**src/rtl/core/c_keyword_counter_top_assert.svh**
```systemverilog
// Assertion macros for the keyword counter.
// Used by c_keyword_counter_top; no other dependencies.
`ifndef C_KEYWORD_COUNTER_TOP_ASSERT_SVH
`define C_KEYWORD_COUNTER_TOP_ASSERT_SVH
`ifndef SYNTHESIS
`define KC_ASSERT_IMPL(label, clk, rst, prop) \
   label: assert property (@(posedge clk) disable iff (rst) prop) else $error("%m failed");
`define KC_ASSERT_NEVER(label, clk, rst, cond) \
   label: assert property (@(posedge clk) disable iff (rst) !(cond)) else $error("%m failed");
`else
`define KC_ASSERT_IMPL(label, clk, rst, prop)
`define KC_ASSERT_NEVER(label, clk, rst, cond)
`endif
`endif

```
**src/rtl/core/ckc_pkg.sv**
```systemverilog
// Package for the keyword counter: states, lexer modes and the keyword table.
// No dependencies.
package ckc_pkg;
   localparam int NumKeys    = 32;
   localparam int KeyW       = 5;
   localparam int CountW     = 16;
   localparam int MaxWord    = 100;

   typedef enum logic [2:0] {
      MODE_IDLE, MODE_WORD, MODE_SLASH, MODE_COMMENT, MODE_STAR, MODE_QUOTE
   } mode_type;

   typedef enum logic [2:0] {
      ST_IDLE, ST_SEARCH, ST_UPDATE, ST_REPORT, ST_MARKER, ST_WAIT
   } state_type;

   // Keyword bytes, first character in the low byte, zero padded.
   function automatic logic [63:0] kw_word(input logic [KeyW-1:0] k);
      logic [63:0] w;
      case (k)
         5'd0:  w = 64'h6f747561;
         5'd1:  w = 64'h6b61657262;
         5'd2:  w = 64'h65736163;
         5'd3:  w = 64'h72616863;
         5'd4:  w = 64'h74736e6f63;
         5'd5:  w = 64'h65756e69746e6f63;
         5'd6:  w = 64'h746c7561666564;
         5'd7:  w = 64'h6f64;
         5'd8:  w = 64'h656c62756f64;
         5'd9:  w = 64'h65736c65;
         5'd10: w = 64'h6d756e65;
         5'd11: w = 64'h6e7265747865;
         5'd12: w = 64'h74616f6c66;
         5'd13: w = 64'h726f66;
         5'd14: w = 64'h6f746f67;
         5'd15: w = 64'h6669;
         5'd16: w = 64'h746e69;
         5'd17: w = 64'h676e6f6c;
         5'd18: w = 64'h7265747369676572;
         5'd19: w = 64'h6e7275746572;
         5'd20: w = 64'h74726f6873;
         5'd21: w = 64'h64656e676973;
         5'd22: w = 64'h666f657a6973;
         5'd23: w = 64'h636974617473;
         5'd24: w = 64'h746375727473;
         5'd25: w = 64'h686374697773;
         5'd26: w = 64'h66656465707974;
         5'd27: w = 64'h6e6f696e75;
         5'd28: w = 64'h64656e6769736e75;
         5'd29: w = 64'h64696f76;
         5'd30: w = 64'h656c6974616c6f76;
         default: w = 64'h656c696877;
      endcase
      return w;
   endfunction
endpackage

```
**src/rtl/core/c_keyword_counter_top.sv**
```systemverilog
// C keyword counter top level: lexer, binary search sequencer, count memory.
// Depends on ckc_pkg and c_keyword_counter_top_assert.svh.
// Input: a byte that ends a word is stored and then replayed to start a token. A byte
// that ends a keyword-candidate word holds the input through the transfer, the search
// compares, the count write and the token start. End of text: the same search, then a
// scan of all count entries, the marker and a release step, plus any receiver stalls.
// Reset: synchronous, active high; clears lexer state and all counts at once.
`include "c_keyword_counter_top_assert.svh"
module c_keyword_counter_top (
   input  logic        clock,
   input  logic        reset,
   input  logic        req_tvalid,
   output logic        req_tready,
   input  logic [7:0]  req_tdata,   // [7:0] ch
   input  logic        req_tuser,   // [0] cmd
   output logic        rsp_tvalid,
   input  logic        rsp_tready,
   output logic [23:0] rsp_tdata,   // [4:0] keyword_index, [20:5] hit_count, zeros
   output logic        rsp_tuser,   // [0] entry_valid
   output logic        rsp_tlast    // last
);
   localparam int KW = ckc_pkg::KeyW;
   localparam int CW = ckc_pkg::CountW;

   ckc_pkg::state_type st_ff, st_in;
   ckc_pkg::mode_type  mode_ff, mode_in;
   logic        dq_ff, dq_in, esc_ff, esc_in;
   logic [63:0] wchars_ff, wchars_in;
   logic [6:0]  wlen_ff, wlen_in;
   logic        walpha_ff, walpha_in;
   logic        eot_ff, eot_in;
   logic [7:0]  pend_ff, pend_in;
   logic        pend_v_ff, pend_v_in;
   logic [KW:0] lo_ff, lo_in, hi_ff, hi_in;
   logic [KW-1:0] idx_ff, idx_in;
   logic [CW-1:0] cnt_ff [ckc_pkg::NumKeys];
   logic [ckc_pkg::NumKeys-1:0] nz_ff;
   logic        cnt_we, clr_all;
   logic [KW-1:0] cnt_wa;
   logic        rv_ff, rv_in, re_ff, re_in, rl_ff, rl_in;
   logic [KW-1:0] ri_ff, ri_in;
   logic [CW-1:0] rc_ff, rc_in;

   logic [7:0] c;
   logic is_alpha, is_digit, is_space;
   logic [KW-1:0] mid;
   logic [63:0] kw;
   logic lt, eq;

   assign c = req_tdata;
   assign is_alpha = (c >= 8'h61 && c <= 8'h7a) || (c >= 8'h41 && c <= 8'h5a);
   assign is_digit = c >= 8'h30 && c <= 8'h39;
   assign is_space = c == 8'h20 || (c >= 8'd9 && c <= 8'd13);
   assign mid = KW'((lo_ff + hi_ff) >> 1);
   assign kw  = ckc_pkg::kw_word(mid);

   // Shared compare unit: bytewise string compare, low byte first.
   always_comb begin
      lt = 1'b0;
      eq = 1'b1;
      for (int i = 7; i >= 0; i--) begin
         if (wchars_ff[8*i +: 8] != kw[8*i +: 8]) begin
            eq = 1'b0;
            lt = wchars_ff[8*i +: 8] < kw[8*i +: 8];
         end
      end
   end

   assign req_tready = (st_ff == ckc_pkg::ST_IDLE) && !pend_v_ff;
   assign rsp_tvalid = rv_ff;
   assign rsp_tdata  = {3'b0, rc_ff, ri_ff};
   assign rsp_tuser  = re_ff;
   assign rsp_tlast  = rl_ff;

   // Lexer and sequencer.
   always_comb begin
      logic [7:0] t;
      logic       do_tok, do_fin;
      st_in = st_ff; mode_in = mode_ff; dq_in = dq_ff; esc_in = esc_ff;
      wchars_in = wchars_ff; wlen_in = wlen_ff; walpha_in = walpha_ff;
      eot_in = eot_ff; pend_in = pend_ff; pend_v_in = pend_v_ff;
      lo_in = lo_ff; hi_in = hi_ff; idx_in = idx_ff;
      rv_in = rv_ff; re_in = re_ff; rl_in = rl_ff; ri_in = ri_ff; rc_in = rc_ff;
      cnt_we = 1'b0; cnt_wa = mid; clr_all = 1'b0;
      do_tok = 1'b0; do_fin = 1'b0;
      t = pend_ff;
      if (rv_ff && rsp_tready) rv_in = 1'b0;
      case (st_ff)
         ckc_pkg::ST_IDLE: begin
            if (pend_v_ff) begin
               pend_v_in = 1'b0;
               do_tok = 1'b1;
            end else if (req_tvalid) begin
               t = c;
               if (req_tuser) begin
                  eot_in = 1'b1;
                  if (mode_ff == ckc_pkg::MODE_WORD) do_fin = 1'b1;
                  else begin
                     st_in = ckc_pkg::ST_REPORT; idx_in = '0;
                  end
               end else begin
                  case (mode_ff)
                     ckc_pkg::MODE_WORD: begin
                        if ((is_alpha || is_digit || c == 8'h5f) &&
                            wlen_ff < 7'(ckc_pkg::MaxWord - 1)) begin
                           if (wlen_ff < 7'd8) wchars_in[8*wlen_ff[2:0] +: 8] = c;
                           wlen_in = wlen_ff + 7'd1;
                        end else begin
                           do_fin = 1'b1; pend_in = c; pend_v_in = 1'b1;
                        end
                     end
                     ckc_pkg::MODE_SLASH: begin
                        if (c == 8'h2a) mode_in = ckc_pkg::MODE_COMMENT;
                        else do_tok = 1'b1;
                     end
                     ckc_pkg::MODE_COMMENT:
                        if (c == 8'h2a) mode_in = ckc_pkg::MODE_STAR;
                     ckc_pkg::MODE_STAR: begin
                        if (c == 8'h2f) mode_in = ckc_pkg::MODE_IDLE;
                        else if (c != 8'h2a) mode_in = ckc_pkg::MODE_COMMENT;
                     end
                     ckc_pkg::MODE_QUOTE: begin
                        if (esc_ff) esc_in = 1'b0;
                        else if (c == 8'h5c) esc_in = 1'b1;
                        else if (c == (dq_ff ? 8'h22 : 8'h27)) mode_in = ckc_pkg::MODE_IDLE;
                     end
                     default: do_tok = 1'b1;
                  endcase
               end
            end
            // Finish word: start the search or drop the word.
            if (do_fin) begin
               mode_in = ckc_pkg::MODE_IDLE;
               if (walpha_ff && wlen_ff <= 7'd8) begin
                  st_in = ckc_pkg::ST_SEARCH;
                  lo_in = '0; hi_in = (KW+1)'(ckc_pkg::NumKeys - 1);
               end else begin
                  wchars_in = '0; wlen_in = '0; walpha_in = 1'b0;
                  if (req_tuser && !pend_v_in) begin
                     st_in = ckc_pkg::ST_REPORT; idx_in = '0;
                  end
               end
            end
            // Start a token from t.
            if (do_tok) begin
               mode_in = ckc_pkg::MODE_IDLE;
               if (is_space && t == c && !pend_v_ff) mode_in = ckc_pkg::MODE_IDLE;
               else if ((t >= 8'h61 && t <= 8'h7a) || (t >= 8'h41 && t <= 8'h5a) ||
                        t == 8'h5f || t == 8'h23) begin
                  mode_in = ckc_pkg::MODE_WORD;
                  wchars_in = {56'b0, t}; wlen_in = 7'd1;
                  walpha_in = t != 8'h5f && t != 8'h23;
               end else if (t == 8'h27 || t == 8'h22) begin
                  mode_in = ckc_pkg::MODE_QUOTE; dq_in = t == 8'h22; esc_in = 1'b0;
               end else if (t == 8'h2f) mode_in = ckc_pkg::MODE_SLASH;
            end
         end
         ckc_pkg::ST_SEARCH: begin
            if (eq) begin
               st_in = ckc_pkg::ST_UPDATE;
            end else begin
               if (lt) hi_in = {1'b0, mid} - (KW+1)'(1);
               else    lo_in = {1'b0, mid} + (KW+1)'(1);
               if ((lt && mid == '0) || (lt ? lo_ff > {1'b0, mid} - (KW+1)'(1)
                                            : {1'b0, mid} + (KW+1)'(1) > hi_ff))
                  st_in = ckc_pkg::ST_UPDATE;
            end
         end
         ckc_pkg::ST_UPDATE: begin
            cnt_we = eq;
            wchars_in = '0; wlen_in = '0; walpha_in = 1'b0;
            st_in = ckc_pkg::ST_IDLE;
            if (eot_ff) begin
               st_in = ckc_pkg::ST_REPORT; idx_in = '0;
            end
         end
         ckc_pkg::ST_REPORT: begin
            if (!rv_in) begin
               if (nz_ff[idx_ff]) begin
                  rv_in = 1'b1; re_in = 1'b1; rl_in = 1'b0;
                  ri_in = idx_ff; rc_in = cnt_ff[idx_ff];
               end
               if (idx_ff == KW'(ckc_pkg::NumKeys - 1)) st_in = ckc_pkg::ST_MARKER;
               else idx_in = idx_ff + KW'(1);
            end
         end
         ckc_pkg::ST_MARKER: begin
            if (!rv_in) begin
               rv_in = 1'b1; re_in = 1'b0; rl_in = 1'b1; ri_in = '0; rc_in = '0;
               st_in = ckc_pkg::ST_WAIT;
            end
         end
         ckc_pkg::ST_WAIT: begin
            if (!rv_in) begin
               clr_all = 1'b1; eot_in = 1'b0; st_in = ckc_pkg::ST_IDLE;
               mode_in = ckc_pkg::MODE_IDLE; dq_in = 1'b0; esc_in = 1'b0;
               wchars_in = '0; wlen_in = '0; walpha_in = 1'b0; pend_v_in = 1'b0;
            end
         end
         default: st_in = ckc_pkg::ST_IDLE;
      endcase
   end

   // Hold state.
   always_ff @(posedge clock) begin
      if (reset) begin
         st_ff <= ckc_pkg::ST_IDLE; mode_ff <= ckc_pkg::MODE_IDLE;
         dq_ff <= 1'b0; esc_ff <= 1'b0; wchars_ff <= '0; wlen_ff <= '0;
         walpha_ff <= 1'b0; eot_ff <= 1'b0; pend_v_ff <= 1'b0; rv_ff <= 1'b0;
         nz_ff <= '0;
      end else begin
         st_ff <= st_in; mode_ff <= mode_in; dq_ff <= dq_in; esc_ff <= esc_in;
         wchars_ff <= wchars_in; wlen_ff <= wlen_in; walpha_ff <= walpha_in;
         eot_ff <= eot_in; pend_v_ff <= pend_v_in; rv_ff <= rv_in;
         if (clr_all) nz_ff <= '0;
         else if (cnt_we) nz_ff[cnt_wa] <= 1'b1;
      end
   end

   // Payload registers and counts (a clear entry reads through its valid bit).
   always_ff @(posedge clock) begin
      pend_ff <= pend_in; lo_ff <= lo_in; hi_ff <= hi_in; idx_ff <= idx_in;
      re_ff <= re_in; rl_ff <= rl_in; ri_ff <= ri_in; rc_ff <= rc_in;
      if (cnt_we) begin
         if (!nz_ff[cnt_wa]) cnt_ff[cnt_wa] <= CW'(1);
         else if (cnt_ff[cnt_wa] != '1) cnt_ff[cnt_wa] <= cnt_ff[cnt_wa] + CW'(1);
      end
   end

   `KC_ASSERT_NEVER(a_ready_busy, clock, reset, req_tready && st_ff != ckc_pkg::ST_IDLE)
   `KC_ASSERT_NEVER(a_marker_entry, clock, reset, rsp_tvalid && rsp_tlast && rsp_tuser)
   `KC_ASSERT_IMPL(a_search_done, clock, reset,
      st_ff == ckc_pkg::ST_UPDATE |=> st_ff != ckc_pkg::ST_SEARCH)
endmodule

```
**config.mk**
```make
export PLATFORM = sky130hd
export DESIGN_NAME = c_keyword_counter_top
export DESIGN_NICKNAME = d
export VERILOG_FILES = /design/src/rtl/core/ckc_pkg.sv /design/src/rtl/core/c_keyword_counter_top.sv
export VERILOG_INCLUDE_DIRS = /design/src /design/src/rtl/core
export SDC_FILE = /design/constraint.sdc
export NUM_CORES = 1
export LEC_CHECK = 0
export ABC_AREA = 0
export BUFFER_PORTS_ARGS = -buffer_cell sky130_fd_sc_hd__buf_2
export CAP_MARGIN = 10
export CELL_PAD_IN_SITES_DETAIL_PLACEMENT = 1
export CELL_PAD_IN_SITES_GLOBAL_PLACEMENT = 1
export CORE_MARGIN = 2
export CORE_UTILIZATION = 35
export DETAILED_ROUTE_END_ITERATION = 8
export GPL_TIMING_DRIVEN = 0
export HOLD_SLACK_MARGIN = 0.1
export MAX_ROUTING_LAYER = met4
export PLACE_DENSITY = 0.54
export SLEW_MARGIN = 40
export SYNTH_ARGS = -nofsm -noshare
export SYNTH_HDL_FRONTEND = slang
export SYNTH_SLANG_ARGS = --single-unit
```
**constraint.sdc**
```tcl
create_clock -name clock -period 10.9 [get_ports clock]
set_input_delay 1.635 -clock clock [delete_from_list [all_inputs] [get_ports clock]]
set_output_delay 1.635 -clock clock [all_outputs]
set_load 0.05 [all_outputs]
```
==> results of run 1 <==
-- power groups by stage --
| stage | Clock (mW) | Combinational [mW] | Sequential [mW] |
|---|---|---|---|
| 3_5_place_dp | 0 | 2.05 | 2.90 |
| 2_1_floorplan | 0 | 1.11 | 2.89 |
| 3_3_place_gp | 0 | 1.87 | 2.90 |
| 6_report | 2.79 | 2.08 | 2.85 |
| 5_1_grt | 2.92 | 2.16 | 2.85 |
| 4_1_cts | 2.84 | 2.06 | 2.85 |
-- critical path, delay by kind of cell, from the launching register on --
family	cells	cell delay, ns
AO/OA/AOI/OAI	2	0.62
adder cells (fa/ha/maj)	3	1.05
buffers and inverters	12	3.34
flip-flops	1	0.42
AND/OR/NAND/NOR	11	3.78
-- cells in the mapped netlist, types with 6 or more instances --
library cell  count
a211oi_1         19
a21boi_0          8
a21o_1           14
a21oi_1         110
a22o_1           20
a22oi_1          32
a31oi_1          13
and2_1           21
and3_1           24
buf_1            19
buf_2             7
buf_4            15
buf_6            27
buf_8             6
clkbuf_1         89
dfxtp_1         120
edfxtp_1        560
ha_1             85
inv_1            39
mux2_2           19
mux2i_1          49
mux4_1            6
mux4_2          299
nand2_1         149
nand2b_1         15
nand3_1          42
nand4_1          20
nand4b_1         10
nor2_1          257
nor2b_1          24
nor3_1           29
nor3b_1           7
o211ai_1          6
o21a_1           12
o21ai_0          90
o22ai_1          18
or2_2             7
xnor2_1          11
xor2_1           10
-- worst max path at each step --
stage / from / to / slack, ns / depth (start not counted)
2_1_floorplan: hi_ff[0]$_SDFFCE_PP1P_ / cnt_ff[0][13]$_DFFE_PP_ / 3.83 / 26
3_3_place_gp: lo_ff[2]$_SDFFCE_PP0P_ / cnt_ff[12][5]$_DFFE_PP_ / -0.39 / 20
3_5_place_dp: hi_ff[0]$_SDFFCE_PP1P_ / cnt_ff[6][5]$_DFFE_PP_ / 1.40 / 29
4_1_cts: hi_ff[0]$_SDFFCE_PP1P_ / cnt_ff[1][5]$_DFFE_PP_ / 1.39 / 29
5_1_grt: hi_ff[0]$_SDFFCE_PP1P_ / cnt_ff[1][5]$_DFFE_PP_ / 0.93 / 29
6_report: hi_ff[0]$_SDFFCE_PP1P_ / cnt_ff[1][3]$_DFFE_PP_ / 1.40 / 28
-- logic make-up after synthesis --
group	share of synthesized area [%]
compound gates	7.76
xor+xnor	0.786
fa+ha+maj	3.08
buf+inv	3.18
flops	54.6
mux	21.9
other cells	0.0107
simple gates	8.73
-- layout make-up --
type	instances	share of cell area [%]
antenna	1	0.00598
buffer	165	2.43
clock buffer	96	5.10
clock inverter	50	1.27
inverter	42	0.380
multi-input combinational	1551	36.6
sequential	680	46.0
tap	1298	3.88
timing repair buffer	123	4.40
-- flip-flops by register name, indices dropped and copies added (netlist names), named ones only --
signal / count
st_ff: 3
rsp_tuser: 1
rsp_tvalid: 1
pend_v_ff: 1
wlen_ff: 7
rc_ff: 16
hi_ff: 6
eot_ff: 1
dq_ff: 1
pend_ff: 8
rsp_tlast: 1
mode_ff: 3
idx_ff: 5
ri_ff: 5
nz_ff: 32
esc_ff: 1
wchars_ff: 64
cnt_ff: 512
lo_ff: 6
walpha_ff: 1
-- per-stage QoR --
stage / cells / total power, mW
after floorplan: 2438 / 4.00
after global placement: 3773 / 4.77
after detailed placement: 3859 / 4.96
after CTS: 4005 / 7.75
after global routing: 4006 / 7.93
final: 4006 / 7.72
-- layer usage --
metal | routed length (µm) | GRT usage (%)
met1 | 56500 | 35.4
met3 | 9340 | 4.67
met2 | 68000 | 45.7
met5 | 0 | -
met4 | 8080 | 13.8
==> metrics.cfg, run 1 <==
[routing]
drc=0
num_vias=24800
firstDrtPassIters=7
postRouteAntennaNets=0
vias_per_cell=6.20
wl_per_cell_um=35.4
drtIter0Drc=2391
drt-total-wl_um=142000

[power]
clock_power_share_pct=36.2
powerDensity_nw_per_um2=185
leakagePower_nw=12.5
p_sw_share_pct=33.6
p_switching_mw=2.60
power_frac_seq_pct=36.9
pwr-share-comb_pct=26.9
intPower_mw=5.12
ir_drop_mv=0.150

[cts]
htree_levels=3
cts_setup_buffers=0
clock-sinks=680
tritoncts=done
ctsResizeCount=0
cts_buffer_depth=3
clockRootBuffer=clkbuf_16
hold_buffers=0
worstSkewPairLatency_ns=0.68
cts_made_buffers=81
path_clk_slew_ns=0.06

[synthesis]
synth_top_flop_cell=edfxtp_1
synth_edf_count=560
synth.largest_area_cell=edfxtp_1
yosysTopAreaCellShare_pct=47.8
synthTopCellsByArea=edfxtp_1 48%, mux4_2 19%, dfxtp_1 6.8%
async_reset_ff_share_pct=0
ys_warn_count=0
netlist_area_um2=35200
yosysSeqAreaShare_pct=54.6
syn_avg_cell_area_um2=14.4
synthCells=2436
ys_seq_elements=680
netlist-cell-type-count=99

[sta]
rsz0062_at_grt=no
hold_viol=0
setup_viol=0
fin_hold_ws_ns=0.471
period_share_pct=87.1
tns_ns=0
layout_setup_ws_ns=1.40
drv_slew=0
max_clock_freq_ghz=0.105
maxSlewHeadroom_pct=40.1
period_needed_ns=9.50
worst_slew_pin_slew_ns=0.890
finClkSkew_ns=0.0431

[floorplan]
rows=116
die_area_um2=103000
start_util_pct=35.3
core_area_um2=99900
fp.dieH_um=321
io_pins=41
die_w_um=321

[cells_and_area]
synthToLayoutAreaGrowth_pct=18.8
nFillCells=10000
regArea_um2=19200
final_net_count=2743
fin_area_um2=41800
drive_gt1_share_pct=28.0
final_util_pct=41.9
layout_commonest_cell=edfxtp_1
multi_input_area_um2=15300
mostFrequentLayoutCells=560 x edfxtp_1, 299 x mux4_2, 207 x nor2_1

[global_routing]
grt_max_degree=33
grt_overflow=0
grt_antenna_before_repair=1
grt_pass1_vias=25900
track_usage_pct=28.6
grt_pass1_wl_um=200000

[placement]
place_congestion=0.869
postPlaceCellArea_um2=39100
io_buffers=37
place_worst_setup_slack_ns=1.40
dp_hpwl_um=103000

[worst_setup_path]
timing_worst_setup_path_type=flip-flop to flip-flop
r2r_end=cnt_ff[1][3]$_DFFE_PP_
worstReg2RegStart=hi_ff[0]$_SDFFCE_PP1P_
r2r.worst_path.cells=28
reg2reg_setup_slack_ns=1.40
slowest_delay_ns=0.64
slowest_stage=nor3_1
path_max_fanout=17
crit_arrival_ns=10.01
worstPathRequired_ns=11.41
cp-start-kind=flip-flop
cp-end-kind=flip-flop
crit_top_cell=buf_6

[min_path]
hp-class=flip-flop to flip-flop
hold_depth=1
holdPathEnd=wchars_ff[15]$_SDFFE_PP0P_
worstHoldStart=wchars_ff[15]$_SDFFE_PP0P_

[flow_run]
cap_violations=0

[status]
outcome=finished clean

Power figures use the tool's default switching activity.
==> run 2, diff against run 1 <==
--- a/config.mk
+++ b/config.mk
@@ -12,12 +12,12 @@
 export CELL_PAD_IN_SITES_DETAIL_PLACEMENT = 1
 export CELL_PAD_IN_SITES_GLOBAL_PLACEMENT = 1
 export CORE_MARGIN = 2
-export CORE_UTILIZATION = 35
+export CORE_UTILIZATION = 26
 export DETAILED_ROUTE_END_ITERATION = 8
 export GPL_TIMING_DRIVEN = 0
 export HOLD_SLACK_MARGIN = 0.1
 export MAX_ROUTING_LAYER = met4
-export PLACE_DENSITY = 0.54
+export PLACE_DENSITY = 0.43
 export SLEW_MARGIN = 40
 export SYNTH_ARGS = -nofsm -noshare
 export SYNTH_HDL_FRONTEND = slang
==> run 2 against run 1 <==
  * Design area is 2.7% higher
  * Sequential power hardly changed
  * Global-route usage is 6.3 points lower
  * Clock skew is 0.0050 ns higher
  * Critical path depth stayed put
  * Hold slack better by 0.0036 ns
  * First-iteration DRC count is 11% lower
  * Non-clock buffer count is 9 higher
  * Via count is 2.2% lower
  * Final cell count is 13% higher
  * Power is 2.1% higher
  * Sequential share of layout area is 1.2 points lower
  * Highest routed layer unchanged
==> metrics.cfg, run 2 (synthesis results as in run 1) <==
[floorplan]
rows=135  ; was 116
core_area_um2=135000  ; was 99900 µm²
fp.dieH_um=372  ; was 321 µm
die_w_um=372  ; was 321 µm
io_pins=41  ; unchanged
die_area_um2=138000  ; was 103000 µm²
start_util_pct=26.1  ; was 35.3%

[power]
powerDensity_nw_per_um2=183  ; was 185 nW/µm²
leakagePower_nw=12.7  ; was 12.5 nW
p_total_mw=7.88  ; was 7.72 mW
ir_drop_mv=0.115  ; was 0.150 mV

[cells_and_area]
drive_gt1_share_pct=28.3  ; was 28.0%
largest_reg_flops=512  ; unchanged
regMostFlops=cnt_ff  ; unchanged
final_net_count=2756  ; was 2743
multi_input_area_um2=15300  ; about the same
synthToLayoutAreaGrowth_pct=22.0  ; was 18.8%
layout_commonest_cell=edfxtp_1  ; unchanged
fin_area_um2=43000  ; was 41800 µm²
regArea_um2=19200  ; unchanged
top_regs=cnt_ff (512), wchars_ff (64), nz_ff (32)  ; unchanged
nFillCells=14000  ; was 10000
mostFrequentLayoutCells=560 x edfxtp_1, 299 x mux4_2, 209 x nor2_1  ; was 560 x edfxtp_1, 299 x mux4_2, 207 x nor2_1

[cts]
clockRootBuffer=clkbuf_16  ; unchanged
hold_buffers=0  ; unchanged
cts_made_buffers=85  ; was 81
htree_levels=3  ; unchanged
cts_setup_buffers=0  ; unchanged
tritoncts=done  ; unchanged
cts_buffer_depth=3  ; unchanged
worstSkewPairLatency_ns=0.72  ; was 0.68 ns
path_clk_slew_ns=0.06  ; about the same
clock-sinks=680  ; unchanged
ctsResizeCount=0  ; unchanged

[sta]
drv_slew=0  ; unchanged
maxSlewHeadroom_pct=40.0  ; was 40.1%
fin_hold_ws_ns=0.474  ; was 0.471 ns
period_needed_ns=9.69  ; was 9.50 ns
setup_viol=0  ; unchanged
worst_slew_pin_slew_ns=0.890  ; about the same
hold_viol=0  ; unchanged
max_clock_freq_ghz=0.103  ; was 0.105 GHz
finClkSkew_ns=0.0480  ; was 0.0431 ns
layout_setup_ws_ns=1.21  ; was 1.40 ns
period_share_pct=88.9  ; was 87.1%
tns_ns=0  ; unchanged
rsz0062_at_grt=no  ; unchanged

[placement]
place_congestion=0.874  ; was 0.869
dp_hpwl_um=110000  ; was 103000 µm
postPlaceCellArea_um2=40100  ; was 39100 µm²
place_worst_setup_slack_ns=1.13  ; was 1.40 ns
io_buffers=37  ; unchanged

[routing]
drc=0  ; unchanged
wl_per_cell_um=33.1  ; was 35.4 µm
firstDrtPassIters=7  ; unchanged
num_vias=24300  ; was 24800
vias_per_cell=5.38  ; was 6.20
drtIter0Drc=2118  ; was 2391
postRouteAntennaNets=0  ; unchanged
drt-total-wl_um=149000  ; was 142000 µm

[global_routing]
track_usage_pct=22.3  ; was 28.6%
grt_pass1_vias=25500  ; was 25900
grt_overflow=0  ; unchanged
grt_antenna_before_repair=1  ; unchanged
grt_pass1_wl_um=208000  ; was 200000 µm
grt_max_degree=33  ; unchanged

[worst_setup_path]
crit_path_start=hi_ff[0]$_SDFFCE_PP1P_  ; unchanged
crit_top_cell=buf_6  ; unchanged
cp-start-kind=flip-flop  ; unchanged
worstPathRequired_ns=11.43  ; was 11.41 ns
slowest_stage=nor3_1  ; unchanged
cp-end-kind=flip-flop  ; unchanged
crit_arrival_ns=10.21  ; was 10.01 ns
worstReg2RegStart=hi_ff[0]$_SDFFCE_PP1P_  ; unchanged
r2r_end=cnt_ff[7][5]$_DFFE_PP_  ; was cnt_ff[1][3]$_DFFE_PP_
r2r.worst_path.cells=28  ; unchanged
path_max_fanout=12  ; was 17
timing_worst_setup_path_type=flip-flop to flip-flop  ; unchanged
worstSetupEndpoint=cnt_ff[7][5]$_DFFE_PP_  ; was cnt_ff[1][3]$_DFFE_PP_
reg2reg_setup_slack_ns=1.21  ; was 1.40 ns
slowest_delay_ns=0.64  ; about the same

[status]
outcome=finished clean  ; unchanged

[flow_run]
cap_violations=0  ; unchanged

[min_path]
hp-class=flip-flop to flip-flop  ; unchanged

run 2: layer usage:
metal | up-vias | global-route usage [%] | part of all wire (%)
met4 | 0 | 6.99 | 3.3
li1 | 10200 | - | -
met3 | 242 | 3.22 | 4.5
met2 | 726 | 36.7 | 49
met1 | 13100 | 28.3 | 43
met5 | - | - | 0
run 2: critical path, delay by kind of cell, from the launching register on:
kind,cells,cell delay (ns)
buf+inv,14,4.22
simple gates,11,3.70
fa+ha+maj,2,0.90
flops,1,0.42
compound gates,1,0.20
run 2: power by group:
part / internal [mW] / leakage, nW / switching [mW] / total [mW]
sequential: 2.81 / 5.11 / 0.0286 / 2.84
clock: 1.69 / 1.39 / 1.22 / 2.92
combinational: 0.718 / 6.23 / 1.40 / 2.12
total: 5.23 / 12.7 / 2.65 / 7.88
run 2: worst min-delay path by stage:
| stage | start | to | slack, ns | cells after the start |
|---|---|---|---|---|
| 2_1_floorplan | wchars_ff[15]$_SDFFE_PP0P_ | wchars_ff[15]$_SDFFE_PP0P_ | 0.43 | 1 |
| 3_3_place_gp | wchars_ff[56]$_SDFFE_PP0P_ | wchars_ff[56]$_SDFFE_PP0P_ | 0.46 | 1 |
| 3_5_place_dp | wchars_ff[15]$_SDFFE_PP0P_ | wchars_ff[15]$_SDFFE_PP0P_ | 0.46 | 1 |
| 4_1_cts | wchars_ff[15]$_SDFFE_PP0P_ | wchars_ff[15]$_SDFFE_PP0P_ | 0.48 | 1 |
| 5_1_grt | wchars_ff[15]$_SDFFE_PP0P_ | wchars_ff[15]$_SDFFE_PP0P_ | 0.49 | 1 |
| 6_report | wchars_ff[15]$_SDFFE_PP0P_ | wchars_ff[15]$_SDFFE_PP0P_ | 0.47 | 1 |
run 2: metrics by stage:
| stage | std cells | utilization [%] |
|---|---|---|
| 2_1_floorplan | 2438 | - |
| 3_3_place_gp | 4256 | 27.9 |
| 3_5_place_dp | 4351 | 29.7 |
| 4_1_cts | 4507 | 31.8 |
| 5_1_grt | 4508 | 31.8 |
| 6_report | 4509 | 31.8 |
run 2: layout make-up:
class,count,share of cell area (%)
multi-input combinational,1551,35.6
sequential,680,44.7
timing repair buffer,132,5.08
buffer,165,2.37
tap,1781,5.19
clock buffer,103,5.33
clock inverter,53,1.32
antenna,2,0.0116
inverter,42,0.370
